`src/rtl/rmrc_pkg.sv`:
```
package rmrc_pkg;

    localparam int TIME_W  = 32;
    localparam int RAMP_W  = 10;
    localparam int PAUSE_W = 12;
    localparam int DUTY_W  = 4;
    localparam int DRIVE_W = 8;

    localparam logic [TIME_W-1:0]  DEADLINE_RST = TIME_W'(1000);
    localparam logic [DUTY_W-1:0]  DUTY_MAX     = DUTY_W'(10);
    localparam logic [DUTY_W-1:0]  DUTY_ONE     = DUTY_W'(1);
    localparam logic [DUTY_W-1:0]  MAX_DUTY_RST = DUTY_W'(6);
    localparam logic [DRIVE_W-1:0] DRIVE_OFF    = DRIVE_W'(255);

    // input tdata layout, lowest bit first
    localparam int IN_NOW_LSB   = 0;
    localparam int IN_SW1_BIT   = IN_NOW_LSB + TIME_W;
    localparam int IN_SW2_BIT   = IN_SW1_BIT + 1;
    localparam int IN_RDIR_BIT  = IN_SW2_BIT + 1;
    localparam int IN_RAMP_LSB  = IN_RDIR_BIT + 1;
    localparam int IN_PAUSE_LSB = IN_RAMP_LSB + RAMP_W;
    localparam int IN_USED_W    = IN_PAUSE_LSB + PAUSE_W;
    localparam int IN_W         = ((IN_USED_W + 7) / 8) * 8;

    // output tdata layout, lowest bit first
    localparam int OUT_DRV1_LSB = 0;
    localparam int OUT_DRV2_LSB = OUT_DRV1_LSB + DRIVE_W;
    localparam int OUT_MODE_LSB = OUT_DRV2_LSB + DRIVE_W;
    localparam int OUT_DIR_BIT  = OUT_MODE_LSB + 2;
    localparam int OUT_USED_W   = OUT_DIR_BIT + 1;
    localparam int OUT_W        = ((OUT_USED_W + 7) / 8) * 8;

    localparam int CFG_IDX_W  = 1;
    localparam int CFG_DATA_W = DUTY_W;
    localparam logic [CFG_IDX_W-1:0] CFG_MAX_DUTY = 1'b0;
    localparam logic [CFG_IDX_W-1:0] CFG_SWAP     = 1'b1;

    typedef enum logic [1:0] {
        MODE_PAUSE = 2'd0,
        MODE_UP    = 2'd1,
        MODE_DOWN  = 2'd2
    } t_mode;

    // floor(255 * (10 - d) / 10), inverted PWM
    function automatic logic [DRIVE_W-1:0] line_value(input logic [DUTY_W-1:0] d);
        logic [DRIVE_W-1:0] v;
        unique case (d)
            4'd0:    v = 8'd255;
            4'd1:    v = 8'd229;
            4'd2:    v = 8'd204;
            4'd3:    v = 8'd178;
            4'd4:    v = 8'd153;
            4'd5:    v = 8'd127;
            4'd6:    v = 8'd102;
            4'd7:    v = 8'd76;
            4'd8:    v = 8'd51;
            4'd9:    v = 8'd25;
            default: v = 8'd0;
        endcase
        return v;
    endfunction

endpackage

```
`src/rtl/random_motor_ramp_controller.sv`:
```
// The result appears in the cycle after its input transaction while the result register is free.
// Throughput: one transaction per cycle while downstream is ready; the mode update is a
// single pass of combinational logic into the state and result registers.
// A skid entry absorbs one transaction during a downstream stall; o_s_tready then
// drops until the skid moves into the result register.
// Reset: synchronous, active low; pause mode, duty 0, deadline 1000, max duty 6.
module random_motor_ramp_controller (
    input  logic                          i_clk,
    input  logic                          i_rst_n,
    // now_ms, first_switch_pressed, second_switch_pressed, random_direction,
    // ramp_ms, pause_ms, zero pad
    input  logic [rmrc_pkg::IN_W-1:0]     i_s_tdata,
    input  logic                          i_s_tvalid,
    output logic                          o_s_tready,
    // drive_first, drive_second, mode_now, direction_now, zero pad
    output logic [rmrc_pkg::OUT_W-1:0]    o_m_tdata,
    output logic                          o_m_tvalid,
    input  logic                          i_m_tready,
    input  logic                          i_cfg_valid,
    output logic                          o_cfg_ready,
    input  logic [rmrc_pkg::CFG_IDX_W-1:0]  i_cfg_index,
    input  logic [rmrc_pkg::CFG_DATA_W-1:0] i_cfg_data
);

    localparam int TW = rmrc_pkg::TIME_W;
    localparam int DW = rmrc_pkg::DUTY_W;

    // configuration
    logic [DW-1:0] r_max_duty;
    logic          r_swap;

    // controller state
    rmrc_pkg::t_mode r_mode, n_mode;
    logic            r_dir, n_dir;
    logic [DW-1:0]   r_duty, n_duty;
    logic [TW-1:0]   r_deadline, n_deadline;
    logic [rmrc_pkg::RAMP_W-1:0] r_ramp, n_ramp;

    // output stage
    logic                       r_ov, r_sv;
    logic [rmrc_pkg::OUT_W-1:0] r_od, r_sd;
    logic [rmrc_pkg::OUT_W-1:0] n_res;

    logic acc_in, take;

    logic [TW-1:0]                now;
    logic                         sw1, sw2, rdir;
    logic [rmrc_pkg::RAMP_W-1:0]  rramp;
    logic [rmrc_pkg::PAUSE_W-1:0] rpause;

    logic                         set_one, set_zero;
    logic [DW-1:0]                maxd;
    logic [rmrc_pkg::RAMP_W-1:0]  ramp_src;
    logic [TW:0]                  ramp_sum;
    logic [TW-1:0]                pause_sum;
    logic                         hit, drive_on;
    logic [rmrc_pkg::DRIVE_W-1:0] lv, drv1, drv2;

    assign now    = i_s_tdata[rmrc_pkg::IN_NOW_LSB +: TW];
    assign sw1    = i_s_tdata[rmrc_pkg::IN_SW1_BIT];
    assign sw2    = i_s_tdata[rmrc_pkg::IN_SW2_BIT];
    assign rdir   = i_s_tdata[rmrc_pkg::IN_RDIR_BIT];
    assign rramp  = i_s_tdata[rmrc_pkg::IN_RAMP_LSB +: rmrc_pkg::RAMP_W];
    assign rpause = i_s_tdata[rmrc_pkg::IN_PAUSE_LSB +: rmrc_pkg::PAUSE_W];

    assign o_cfg_ready = 1'b1;
    assign o_s_tready  = !r_sv;
    assign acc_in      = i_s_tvalid && o_s_tready;
    assign take        = r_ov && i_m_tready;
    assign o_m_tvalid  = r_ov;
    assign o_m_tdata   = r_od;

    assign set_one  = r_swap ? sw2 : sw1;
    assign set_zero = r_swap ? sw1 : sw2;
    assign maxd     = (r_max_duty > rmrc_pkg::DUTY_MAX) ? rmrc_pkg::DUTY_MAX : r_max_duty;

    // one ramp adder serves both pause exit and speed-up exit; its carry tells
    // whether the new deadline already lies behind now
    assign ramp_src  = (r_mode == rmrc_pkg::MODE_PAUSE) ? rramp : r_ramp;
    assign ramp_sum  = {1'b0, now} + (TW + 1)'(ramp_src);
    assign pause_sum = now + TW'(rpause);

    always_comb begin
        n_mode     = r_mode;
        n_dir      = r_dir;
        n_duty     = r_duty;
        n_deadline = r_deadline;
        n_ramp     = r_ramp;
        hit        = now > r_deadline;
        drive_on   = 1'b0;

        if (set_one) begin
            n_dir = 1'b1;
        end
        if (set_zero) begin
            n_dir = 1'b0;
        end

        if (n_mode == rmrc_pkg::MODE_PAUSE) begin
            n_duty = '0;
            if (hit) begin
                n_dir      = rdir;
                n_ramp     = rramp;
                n_deadline = ramp_sum[TW-1:0];
                n_mode     = rmrc_pkg::MODE_UP;
                hit        = ramp_sum[TW];
            end
        end
        if (n_mode == rmrc_pkg::MODE_UP) begin
            if (n_duty < maxd) begin
                n_duty = n_duty + DW'(1);
            end
            drive_on = 1'b1;
            if (hit) begin
                n_deadline = ramp_sum[TW-1:0];
                n_mode     = rmrc_pkg::MODE_DOWN;
                hit        = ramp_sum[TW];
            end
        end
        if (n_mode == rmrc_pkg::MODE_DOWN) begin
            if (n_duty > rmrc_pkg::DUTY_ONE) begin
                n_duty = n_duty - DW'(1);
            end
            drive_on = 1'b1;
            if (hit) begin
                n_deadline = pause_sum;
                n_mode     = rmrc_pkg::MODE_PAUSE;
            end
        end

        lv   = rmrc_pkg::line_value(n_duty);
        drv1 = (drive_on && !n_dir) ? lv : rmrc_pkg::DRIVE_OFF;
        drv2 = (drive_on && n_dir)  ? lv : rmrc_pkg::DRIVE_OFF;

        n_res = '0;
        n_res[rmrc_pkg::OUT_DRV1_LSB +: rmrc_pkg::DRIVE_W] = drv1;
        n_res[rmrc_pkg::OUT_DRV2_LSB +: rmrc_pkg::DRIVE_W] = drv2;
        n_res[rmrc_pkg::OUT_MODE_LSB +: 2]                 = n_mode;
        n_res[rmrc_pkg::OUT_DIR_BIT]                       = n_dir;
    end

    always_ff @(posedge i_clk) begin
        if (!i_rst_n) begin
            r_max_duty <= rmrc_pkg::MAX_DUTY_RST;
            r_swap     <= 1'b0;
        end else if (i_cfg_valid && o_cfg_ready) begin
            unique case (i_cfg_index)
                rmrc_pkg::CFG_MAX_DUTY: r_max_duty <= i_cfg_data;
                rmrc_pkg::CFG_SWAP:     r_swap     <= i_cfg_data[0];
                default:                ;
            endcase
        end
    end

    always_ff @(posedge i_clk) begin
        if (!i_rst_n) begin
            r_mode     <= rmrc_pkg::MODE_PAUSE;
            r_dir      <= 1'b0;
            r_duty     <= '0;
            r_deadline <= rmrc_pkg::DEADLINE_RST;
            r_ramp     <= '0;
        end else if (acc_in) begin
            r_mode     <= n_mode;
            r_dir      <= n_dir;
            r_duty     <= n_duty;
            r_deadline <= n_deadline;
            r_ramp     <= n_ramp;
        end
    end

    always_ff @(posedge i_clk) begin
        if (!i_rst_n) begin
            r_ov <= 1'b0;
            r_sv <= 1'b0;
        end else if (take || !r_ov) begin
            // output slot frees: drain skid first, else load the new result
            if (r_sv) begin
                r_od <= r_sd;
                r_sv <= 1'b0;
                r_ov <= 1'b1;
            end else begin
                r_ov <= acc_in;
                if (acc_in) begin
                    r_od <= n_res;
                end
            end
        end else if (acc_in) begin
            // hold the stalled result, park the new one
            r_sv <= 1'b1;
            r_sd <= n_res;
        end
    end

endmodule

```
`config.mk`:
```
export PLATFORM = sky130hd
export DESIGN_NAME = random_motor_ramp_controller
export DESIGN_NICKNAME = d
export VERILOG_FILES = /design/src/rtl/rmrc_pkg.sv /design/src/rtl/random_motor_ramp_controller.sv
export SDC_FILE = /design/constraint.sdc
export NUM_CORES = 1
export LEC_CHECK = 0
export BUFFER_PORTS_ARGS = -buffer_cell sky130_fd_sc_hd__buf_2
export CORE_AREA = 5 5 123 125
export CTS_CLUSTER_SIZE = 40
export DETAILED_ROUTE_END_ITERATION = 10
export DIE_AREA = 0 0 128 130
export PLACE_DENSITY_LB_ADDON = 0.12
export SYNTH_ARGS = -nofsm -noshare
export SYNTH_HDL_FRONTEND = slang
export SYNTH_SLANG_ARGS = --single-unit
export TNS_END_PERCENT = 100
```
`constraint.sdc`:
```
create_clock -name i_clk -period 5.4 [get_ports i_clk]
set_clock_uncertainty 0.2 [all_clocks]
set_input_delay 1.35 -clock i_clk [delete_from_list [all_inputs] [get_ports i_clk]]
set_output_delay 1.35 -clock i_clk [all_outputs]
set_load 0.02 [all_outputs]
```
* Word level (Yosys, flattened, before mapping)
Memory sizes are Yosys's and may differ from the RTL's. Cells that the tools add are included.
Storage, ports and cells: bits of input ports 74, register bits after elaboration 94, output and inout port bits 27, logic and storage cells 77, memories 1, bits in read-only memories 128
Cells by class: multiplexer cells 36, equality and inequality tests 2, add/subtract/negate cells 4, magnitude comparators 4, reduce and logical (&&, ||, !) cells 16, bitwise operators 3
Memory list:
- (no name shown) | depth 16, bits a word 8, read ports 1, clocked after memory_dff 0, wr ports 0, line rmrc_pkg.sv:47 | unique case (d)
Operators with widths (count):
- $mux W32 | 6
- $mux W19 | 2
- $add A32 B10 Y33 | 1
- $add A32 B12 Y32 | 1
- $gt A32 B32 Y1 | 1
- $mux W4 | 6
- $mux W8 | 2
- $mux W1 | 13
- $mux W2 | 6
- $mux W10 | 1
- $reduce_and A3 Y1 | 3
- $add A4 B1 Y4 const B | 1
- $gt A4 B1 Y1 const B | 1
- $gt A4 B4 Y1 const B | 1
- $logic_and A1 B1 Y1 | 4
- $lt A4 B4 Y1 | 1
- $reduce_and A2 Y1 | 2
- $sub A4 B1 Y4 const B | 1
- $logic_not A1 Y1 | 3
- $not A1 Y1 | 3
- $eq A2 B1 Y1 const B | 1
- $eq A2 B2 Y1 const B | 1
- $logic_not A2 Y1 | 1
- $reduce_bool A2 Y1 | 1
- other kinds (2) | 2

* Depth between registers and ports, before layout
Gate-level depths: netlist of run 1.
word-level depth 13, gate-level depth with buffers 22, mapped depth without buffers 21

* Worst setup path after synthesis of run 1
OpenSTA, ideal clock, no wires.
path kind input port to flip-flop, start input i_s_tdata[1] in the netlist's numbering, end register r_od (netlist bit o_m_tdata[11]), data pin, setup time 0.268 ns, arrival time 5.225 ns, stages 21, path buffers 1, path slack -0.292 ns, required time 4.932 ns, path through ha_1 -> nor2b_1 -> o211ai_2 -> a2111oi_1 -> or4b_4 -> o21ai_1 -> buf_4 -> a21oi_1 -> xnor2_1 -> inv_1 -> ha_1 -> nor2_1 -> nor2_1 -> a21o_1 -> xnor2_1 -> inv_1 -> ha_1 -> nor4_1 -> a221oi_2 -> mux2i_2 -> a2bb2oi_1
On the way: cells in the longest elaborated chain, start to end 12, elaborated cells between the ends (all ways) 24, classes of those cells add/sub (2); order compare (2); eq/ne (2); mux (16); reduce/logical (1); memory (1)
RTL lines:
- start, declared | line random_motor_ramp_controller.sv:12 | input logic [rmrc_pkg::IN_W-1:0] i_s_tdata,
- $gt A32 B32 Y1 | line random_motor_ramp_controller.sv:89 | hit = now > r_deadline;
- $mux W2 | line random_motor_ramp_controller.sv:101 | if (hit) begin
- $mux W2 | line random_motor_ramp_controller.sv:99 | if (n_mode == rmrc_pkg::MODE_PAUSE) begin
- $eq A2 B1 Y1 | line random_motor_ramp_controller.sv:109 | if (n_mode == rmrc_pkg::MODE_UP) begin
- $mux W4 | line random_motor_ramp_controller.sv:109
- $sub A4 B1 Y4 or $gt A4 B1 Y1 (tied branches) | line random_motor_ramp_controller.sv:122, random_motor_ramp_controller.sv:121
- $mux W4 | line random_motor_ramp_controller.sv:121 | if (n_duty > rmrc_pkg::DUTY_ONE) begin
- $mux W4 * | line random_motor_ramp_controller.sv:120 | if (n_mode == rmrc_pkg::MODE_DOWN) begin
- net n_duty[0] | line random_motor_ramp_controller.sv:35 | logic [DW-1:0] r_duty, n_duty;
- $mem_v2 Z16 W8 *
- $mux W8 * | line random_motor_ramp_controller.sv:133 | drv2 = (drive_on && n_dir) ? lv : rmrc_pkg::DRIVE_OFF;
- $mux W19 * | line random_motor_ramp_controller.sv:183 | if (acc_in) begin
- $mux W19 * | line random_motor_ramp_controller.sv:177 | if (r_sv) begin
- end signal, assigned | line random_motor_ramp_controller.sv:178 | r_od <= r_sd;
- end signal, assigned | line random_motor_ramp_controller.sv:184 | r_od <= n_res;
- end, declared | line random_motor_ramp_controller.sv:41 | logic [rmrc_pkg::OUT_W-1:0] r_od, r_sd;
The timed path passes the listed nets; every way through them passes the cells marked *. The select of a mux whose other input is x is not followed. A chain may end at the register's enable or synchronous reset.

* Worst setup path after layout of run 1
start input i_s_tdata[9] in the netlist's numbering, end register r_od (netlist bit o_m_tdata[3]), data pin
On the way: cells in the longest elaborated chain, start to end 12, elaborated cells between the ends (all ways) 25, classes of those cells add/sub (2); order compare (2); eq/ne (2); mux (16); reduce/logical (2); memory (1)
RTL lines:
- $gt A32 B32 Y1 | line random_motor_ramp_controller.sv:89
- $mux W2 | line random_motor_ramp_controller.sv:101
- $mux W2 | line random_motor_ramp_controller.sv:99
- $eq A2 B1 Y1 | line random_motor_ramp_controller.sv:109
- $mux W4 | line random_motor_ramp_controller.sv:109
- $sub A4 B1 Y4 or $gt A4 B1 Y1 (tied branches) | line random_motor_ramp_controller.sv:122, random_motor_ramp_controller.sv:121
- $mux W4 | line random_motor_ramp_controller.sv:121
- $mux W4 * | line random_motor_ramp_controller.sv:120
- net n_duty[1] | line random_motor_ramp_controller.sv:35
- $mem_v2 Z16 W8 *
- $mux W8 * | line random_motor_ramp_controller.sv:132 | drv1 = (drive_on && !n_dir) ? lv : rmrc_pkg::DRIVE_OFF;
- $mux W19 * | line random_motor_ramp_controller.sv:183
- $mux W19 * | line random_motor_ramp_controller.sv:177
Marks and branches as above.

==> results of run 1 <==
-- cell families (layout without fill, tap and decap cells) --
kind of cell | Yosys count | after routing | synth area share
compound gates | 261 | 261 | 0.250
simple gates | 255 | 255 | 0.173
buf+inv | 99 | 242 | 0.0585
flops | 90 | 90 | 0.298
fa+ha+maj | 67 | 67 | 0.119
xor+xnor | 36 | 36 | 0.0439
mux | 36 | 36 | 0.0561
other cells | 2 | 6 | 0.00105
-- stage by stage --
stage	total power, mW	area, um^2	TNS [ns]	util	std cells
finish	2.91	8770	0	0.637	1173
global route	3.10	8770	-0.292	0.637	1173
CTS	2.89	8690	0	0.631	1173
detailed placement	2.23	8360	-4.36	0.607	1156
global placement	2.17	8360	-1.74	0.607	1156
floorplan	1.81	7310	0	-	850
-- layout make-up --
cell class	instances	area, um^2
tap	180	225
clock inverter	7	81.3
clock buffer	9	225
sequential	90	2140
fill	1205	5000
multi-input combinational	661	4840
inverter	59	221
timing repair buffer	167	1040
-- flip-flops by register name, summed over array words and instances, names as in the netlist --
| signal | flops |
|---|---|
| r_mode | 2 |
| r_max_duty | 4 |
| r_duty | 4 |
| r_sv | 1 |
| r_ramp | 10 |
| r_swap | 1 |
| r_sd | 17 |
| o_m_tvalid | 1 |
| o_m_tdata | 17 |
| r_deadline | 32 |
| r_dir | 1 |
-- placed cells by master (no fill, tap or decap), types with 8 or more instances in the layout --
| cell | synthesis | final |
|---|---|---|
| dfxtp_1 | 56 | 56 |
| a21oi_1 | 60 | 57 |
| o21ai_1 | 8 | 9 |
| edfxtp_1 | 34 | 34 |
| o211ai_1 | 8 | 8 |
| nand3_1 | 17 | 17 |
| xnor2_1 | 23 | 21 |
| mux2i_1 | 19 | 19 |
| a211oi_1 | 9 | 8 |
| xor2_1 | 13 | 13 |
| mux2_2 | 13 | 13 |
| o21a_1 | 10 | 10 |
| a31oi_1 | 13 | 13 |
| a21o_1 | 8 | 8 |
| a2bb2oi_1 | 10 | 10 |
| nor2b_1 | 28 | 26 |
| and2_1 | 8 | 8 |
| buf_4 | 11 | 80 |
| nand2_1 | 79 | 79 |
| clkbuf_16 | 0 | 9 |
| o21ai_0 | 57 | 55 |
| nand4_1 | 10 | 10 |
| ha_1 | 65 | 58 |
| inv_1 | 58 | 55 |
| nand2b_1 | 8 | 8 |
| buf_2 | 6 | 87 |
| nor2_1 | 71 | 70 |
-- routing by layer --
layer / track usage / vias up / part of all wire
li1: - / 3345 / -
met1: 0.293 / 3251 / 0.43
met2: 0.417 / 198 / 0.50
met3: 0.0364 / 35 / 0.047
met4: 0.0830 / 0 / 0.023
met5: 0 / - / 0
-- final timing paths --
| check | end | start | slack, ns |
|---|---|---|---|
| worst max-delay path | o_m_tdata[3]$_DFFE_PP_ | i_s_tdata[9] | 0.14 |
| worst min-delay path | r_deadline[23]$_SDFFE_PN0P_ | r_deadline[23]$_SDFFE_PN0P_ | 0.28 |
| worst max register to register | o_m_tdata[3]$_DFFE_PP_ | r_deadline[9]$_SDFFE_PN1P_ | 0.84 |
| worst min register to register | r_deadline[23]$_SDFFE_PN0P_ | r_deadline[23]$_SDFFE_PN0P_ | 0.28 |
-- report_power, final --
group | total (mW) | internal (mW) | switching, mW
sequential | 0.843 | 0.803 | 0.0404
clock | 0.651 | 0.331 | 0.320
combinational | 1.42 | 0.622 | 0.795
total | 2.91 | 1.76 | 1.16
-- worst min-delay path: stages (launching register included) --
cell	delay, ns
dfxtp_1	0.33
nand2_1	0.06
a21boi_1	0.05
-- what timing repair did --
action                     4_1_cts  5_1_grt
setup endpoints to repair        4       17
setup buffers                    1        0
pin swaps                        0       11
gates resized for setup          1       14
==> reports/results.txt, run 1 <==
H-tree Lvls: 3
Max stage delay on crit path: 0.53 ns
total CTS buffers: 9
top post-synthesis cells by area: dfxtp_1 16%, edfxtp_1 14%, ha_1 11%
Buf+Inv Stages, Crit Path: 4
worst rel slew slack: 0.352
top_reg_cell synth: dfxtp_1
grt ovf: 0
fmax: 190 MHz
CP Max Fanout: 4
Syn Inst Count: 846
Root Buffer: clkbuf_16
Ports: 101
fin. max-slew vios: 0
via/cell ratio: 5.82
final net count: 1129
vias in the first global route: 6772
Overall Global Routing Usage: 0.236
Reg clk slew, reported paths: 0.08 ns
Ys Warns: 0
drt total wl: 19600 um
layout cells sized above 1: 0.260
sequential share of the synthesized area: 0.298
first-pass GRT wire length: 31900 um
status: complete, no violations
post-route clock period utilization: 0.973
Max VDD drop: 0.139 mV
worst-path cell chain: buf_2, ha_1, a21o_1, nand3_1, a21oi_1, or4b_4, o21ai_4, a21oi_4, mux2_4, inv_2, ha_1, nor2_2, nor2_1, a21o_1, mux2i_4, inv_2, buf_4, ha_2, a221oi_2, mux2i_4, a2bb2oi_2
# diodes: 0
biggest area consumer among synthesized cells: dfxtp_1
clk sinks: 90
PnR worst setup slack: 0.144 ns
Commonest cells post-synth: 79 x nand2_1, 71 x nor2_1, 65 x ha_1
IO buf count: 87
Die Footprint: 16600 um^2
Worst Path Class, Setup: input port to flop
first-pass iteration count of the detailed router: 7
WL/cell: 16.7 um
Mapped Area: 7180 um^2
Worst EP required: 5.42 ns
clk_lat worst skew: 0.36 ns
slew at the pin closest to its max-slew limit: 0.969 ns
Synth-to-Final Area Change: 22.1%
ys async rst share: 0
RePlAce Congestion: 0.897
DIE WIDTH: 128 um
Tmin final: 5.26 ns
pwr dens: 332 nW/um^2
cts hold-fix bufs: 0
DRC Markers: 0
Final setup viols: 0
maximum clock path buffer count: 2
Initial Util: 0.522
via count: 6829
Placement Rows: 43
Min-Delay Path Class: flop to flop
post-DP HPWL: 15000 um
DR iter-0 viols: 407
Place WS: -0.415 ns
top cell type's share of synthesized area: 0.156
Hold Path Depth: 2
crit end category: flop
post-synthesis register bit count: 90
crit path DAT: 5.27 ns
CTS tree: yes
Core Area: 13800 um^2
Netlist cell types: 83
Worst setup SP type: input port
WHS: 0.281 ns
EDFF count, synth: 34
r2r worst-path depth: 21
Levels on crit path: 21
antenna violations before repair: 0
Max-Cap Viols: 0
Vert. Die Dim: 130 um
crit-path leading delay family: compound AO/OA/AOI/OAI gates
largest net degree at the start of global routing: 58
Final Hold Fails: 0
Antenna Nets Post-Route: 0
unrepaired setup endpoints after global routing: true
most frequent cell after synthesis: nand2_1
leak pwr: 3.74 nW
slowest stage cell, crit path: or4b_4
Mean Syn Cell Area: 8.49 um^2
(Power assumes the default switching activity.)
==> inputs of run 2 (changes only) <==
Settings changed: CORE_AREA 5 5 123 125 to 5 5 119 121, DIE_AREA 0 0 128 130 to 0 0 124 126.
Clock period 5.4 ns to 6.63 ns, I/O delays scaled along.
==> run 2 against run 1 <==
Effect of this change:
- via count is 4.2% lower
- core utilization shrank 1.7 points
- first-iteration DRC count increased by 50%
- register-to-register slack better by 0.20 ns
- worst hold slack got worse by 0.0026 ns
- critical path type unchanged
- largest power group unchanged
- highest routed layer unchanged
==> reports/results.txt, run 2 (synthesized netlist as in run 1, its figures left out) <==
status: complete, no violations
DP Area: 7740 um^2 (-7.5%)
register area: 2140 um^2 (unchanged)
crit end category: flop
via/cell ratio: 5.95 (+2.1%)
Root Buffer: clkbuf_16
Max-Cap Viols: 0 (unchanged)
drt total wl: 18800 um (-4.1%)
Worst Path Class, Setup: input port to flop
total CTS buffers: 9 (unchanged)
Worst Setup SP: i_s_tdata[19]
# diodes: 0 (unchanged)
fmax: 160 MHz
Core Area: 13000 um^2 (-5.8%)
grt ovf: 0 (unchanged)
post-DP HPWL: 13900 um (-7.3%)
via count: 6541 (-4.2%)
Reg clk slew, reported paths: 0.08 ns (about the same)
total power draw: 2.19 mW (-25%)
max reg flops: 32 (unchanged)
antenna violations before repair: 0 (unchanged)
Max stage delay on crit path: 0.43 ns (-0.10 ns)
CP Max Fanout: 6 (+2)
fin. max-slew vios: 0 (unchanged)
Max VDD drop: 0.114 mV (-18%)
slew at the pin closest to its max-slew limit: 1.03 ns (+0.0639 ns)
maximum clock path buffer count: 2 (unchanged)
largest net degree at the start of global routing: 58 (unchanged)
WL/cell: 17.1 um (+2.3%)
Overall Global Routing Usage: 0.240 (+0.00435)
final core utilization: 0.620 (-0.0174)
beginning of the worst hold path: r_deadline[24]$_SDFFE_PN0P_
Placement Rows: 42 (-2.3%)
Worst EP required: 6.53 ns (+1.11 ns)
vias in the first global route: 6348 (-6.3%)
reg2reg start: r_mode[1]$_SDFFE_PN0P_
first-pass iteration count of the detailed router: 5 (-2)
total setup buffers inserted after CTS: 0 (-1)
H-tree Lvls: 3 (unchanged)
leak pwr: 3.37 nW (-10%)
commonest non-fill, non-tap cells in the layout: 87 x buf_2, 79 x nand2_1, 71 x nor2_1, 65 x ha_1, 60 x a21oi_1
DIE WIDTH: 124 um (-3.1%)
Min-Delay Path Class: flop to flop
DRC Markers: 0 (unchanged)
worst-path cell chain: buf_2, ha_1, a41oi_1, o21ai_0, a211oi_1, a21oi_1, o21ai_1, a21oi_1, mux2_4, inv_1, ha_1, nor2_1, nor2_1, a21o_1, mux2i_4, inv_1, ha_1, nor4_1, a221oi_2, mux2i_2, a2bb2oi_1
Final Hold Fails: 0 (unchanged)
post_cts resized: 0 (-1)
cts hold-fix bufs: 0 (unchanged)
filler cell count: 1142 (-5.2%)
first-pass GRT wire length: 30400 um (-4.8%)
Worst setup SP type: input port
Multi-input gate area: 4640 um^2 (-4.2%)
layout cells sized above 1: 0.179 (-0.0812)
RePlAce Congestion: 0.869 (-3.2%)
IO buf count: 87 (unchanged)
CTS tree: yes
Ports: 101 (unchanged)
Final setup viols: 0 (unchanged)
slowest stage cell, crit path: a211oi_1
Design Area, Final: 8040 um^2 (-8.3%)
most used cell, CP: ha_1
WHS: 0.278 ns (-0.00262 ns)
pwr dens: 273 nW/um^2 (-18%)
crit path DAT: 6.16 ns (+0.89 ns)
unrepaired setup endpoints after global routing: false
DR iter-0 viols: 611 (+50%)
Vert. Die Dim: 126 um (-3.1%)
Antenna Nets Post-Route: 0 (unchanged)
Die Footprint: 15600 um^2 (-6.1%)
Biggest register: r_deadline
post-route clock period utilization: 0.945
Synth-to-Final Area Change: 11.9%
clk_lat worst skew: 0.36 ns (about the same)
commonest non-fill, non-tap cell in the layout: buf_2
Initial Util: 0.553 (+0.0319)
final setup TNS: 0 ns (unchanged)
Tmin final: 6.26 ns
worst rel slew slack: 0.311 (-0.0410)
clk sinks: 90 (unchanged)
final net count: 1060 (-6.1%)
==> run 2: cell types whose count changed in the layout (fill, tap and decap cells not counted), sizes merged <==
| cell | previous run | this run |
|---|---|---|
| buf | 167 | 98 |
| clkinv | 4 | 3 |
| inv | 62 | 63 |
==> run 2: per-layer routing <==
metal	up-vias	global-route usage	wire length [um]	part of all wire
met4	0	0.0625	239	0.013
li1	3201	-	-	-
met1	3118	0.301	8150	0.43
met5	-	0	0	0
met2	201	0.433	9540	0.51
met3	21	0.0269	891	0.047
==> run 2: path summary, 6_finish.rpt <==
check                                                   end  slack (ns)  cells past startpoint
worst max-delay path                o_m_tdata[11]$_DFFE_PP_        0.37                     21
worst min-delay path            r_deadline[24]$_SDFFE_PN0P_        0.28                      2
worst max register to register      o_m_tdata[11]$_DFFE_PP_        1.04                     17
worst min register to register  r_deadline[24]$_SDFFE_PN0P_        0.28                      2
==> run 2: metrics by stage <==
| step | instances | setup WS (ns) |
|---|---|---|
| after CTS | 1100 | 0.434 |
| after detailed placement | 1084 | 0.0700 |
| after global placement | 1084 | 0.217 |
| after floorplan | 850 | 0.630 |
| final | 1100 | 0.368 |
| after global routing | 1100 | 0.0685 |
==> run 2: layout make-up <==
class	instances	share of cell area
Clock inverter	7	0.00949
Sequential cell	90	0.266
Inverter	59	0.0275
Clock buffer	9	0.0280
Timing Repair Buffer	98	0.0644
Multi-Input combinational cell	661	0.577
Tap cell	176	0.0274
==> run 2: report_power, final <==
part	switching (mW)	internal (mW)
clock	0.259	0.269
combinational	0.582	0.391
sequential	0.0391	0.654
==> run 2: critical path: cells and delay by family <==
kind / cells / cell delay (ns)
AND/OR/NAND/NOR: 3 / 0.54
multiplexers: 3 / 1.03
buffers and inverters: 3 / 0.36
AO/OA/AOI/OAI: 9 / 1.77
adder cells (fa/ha/maj): 3 / 0.79
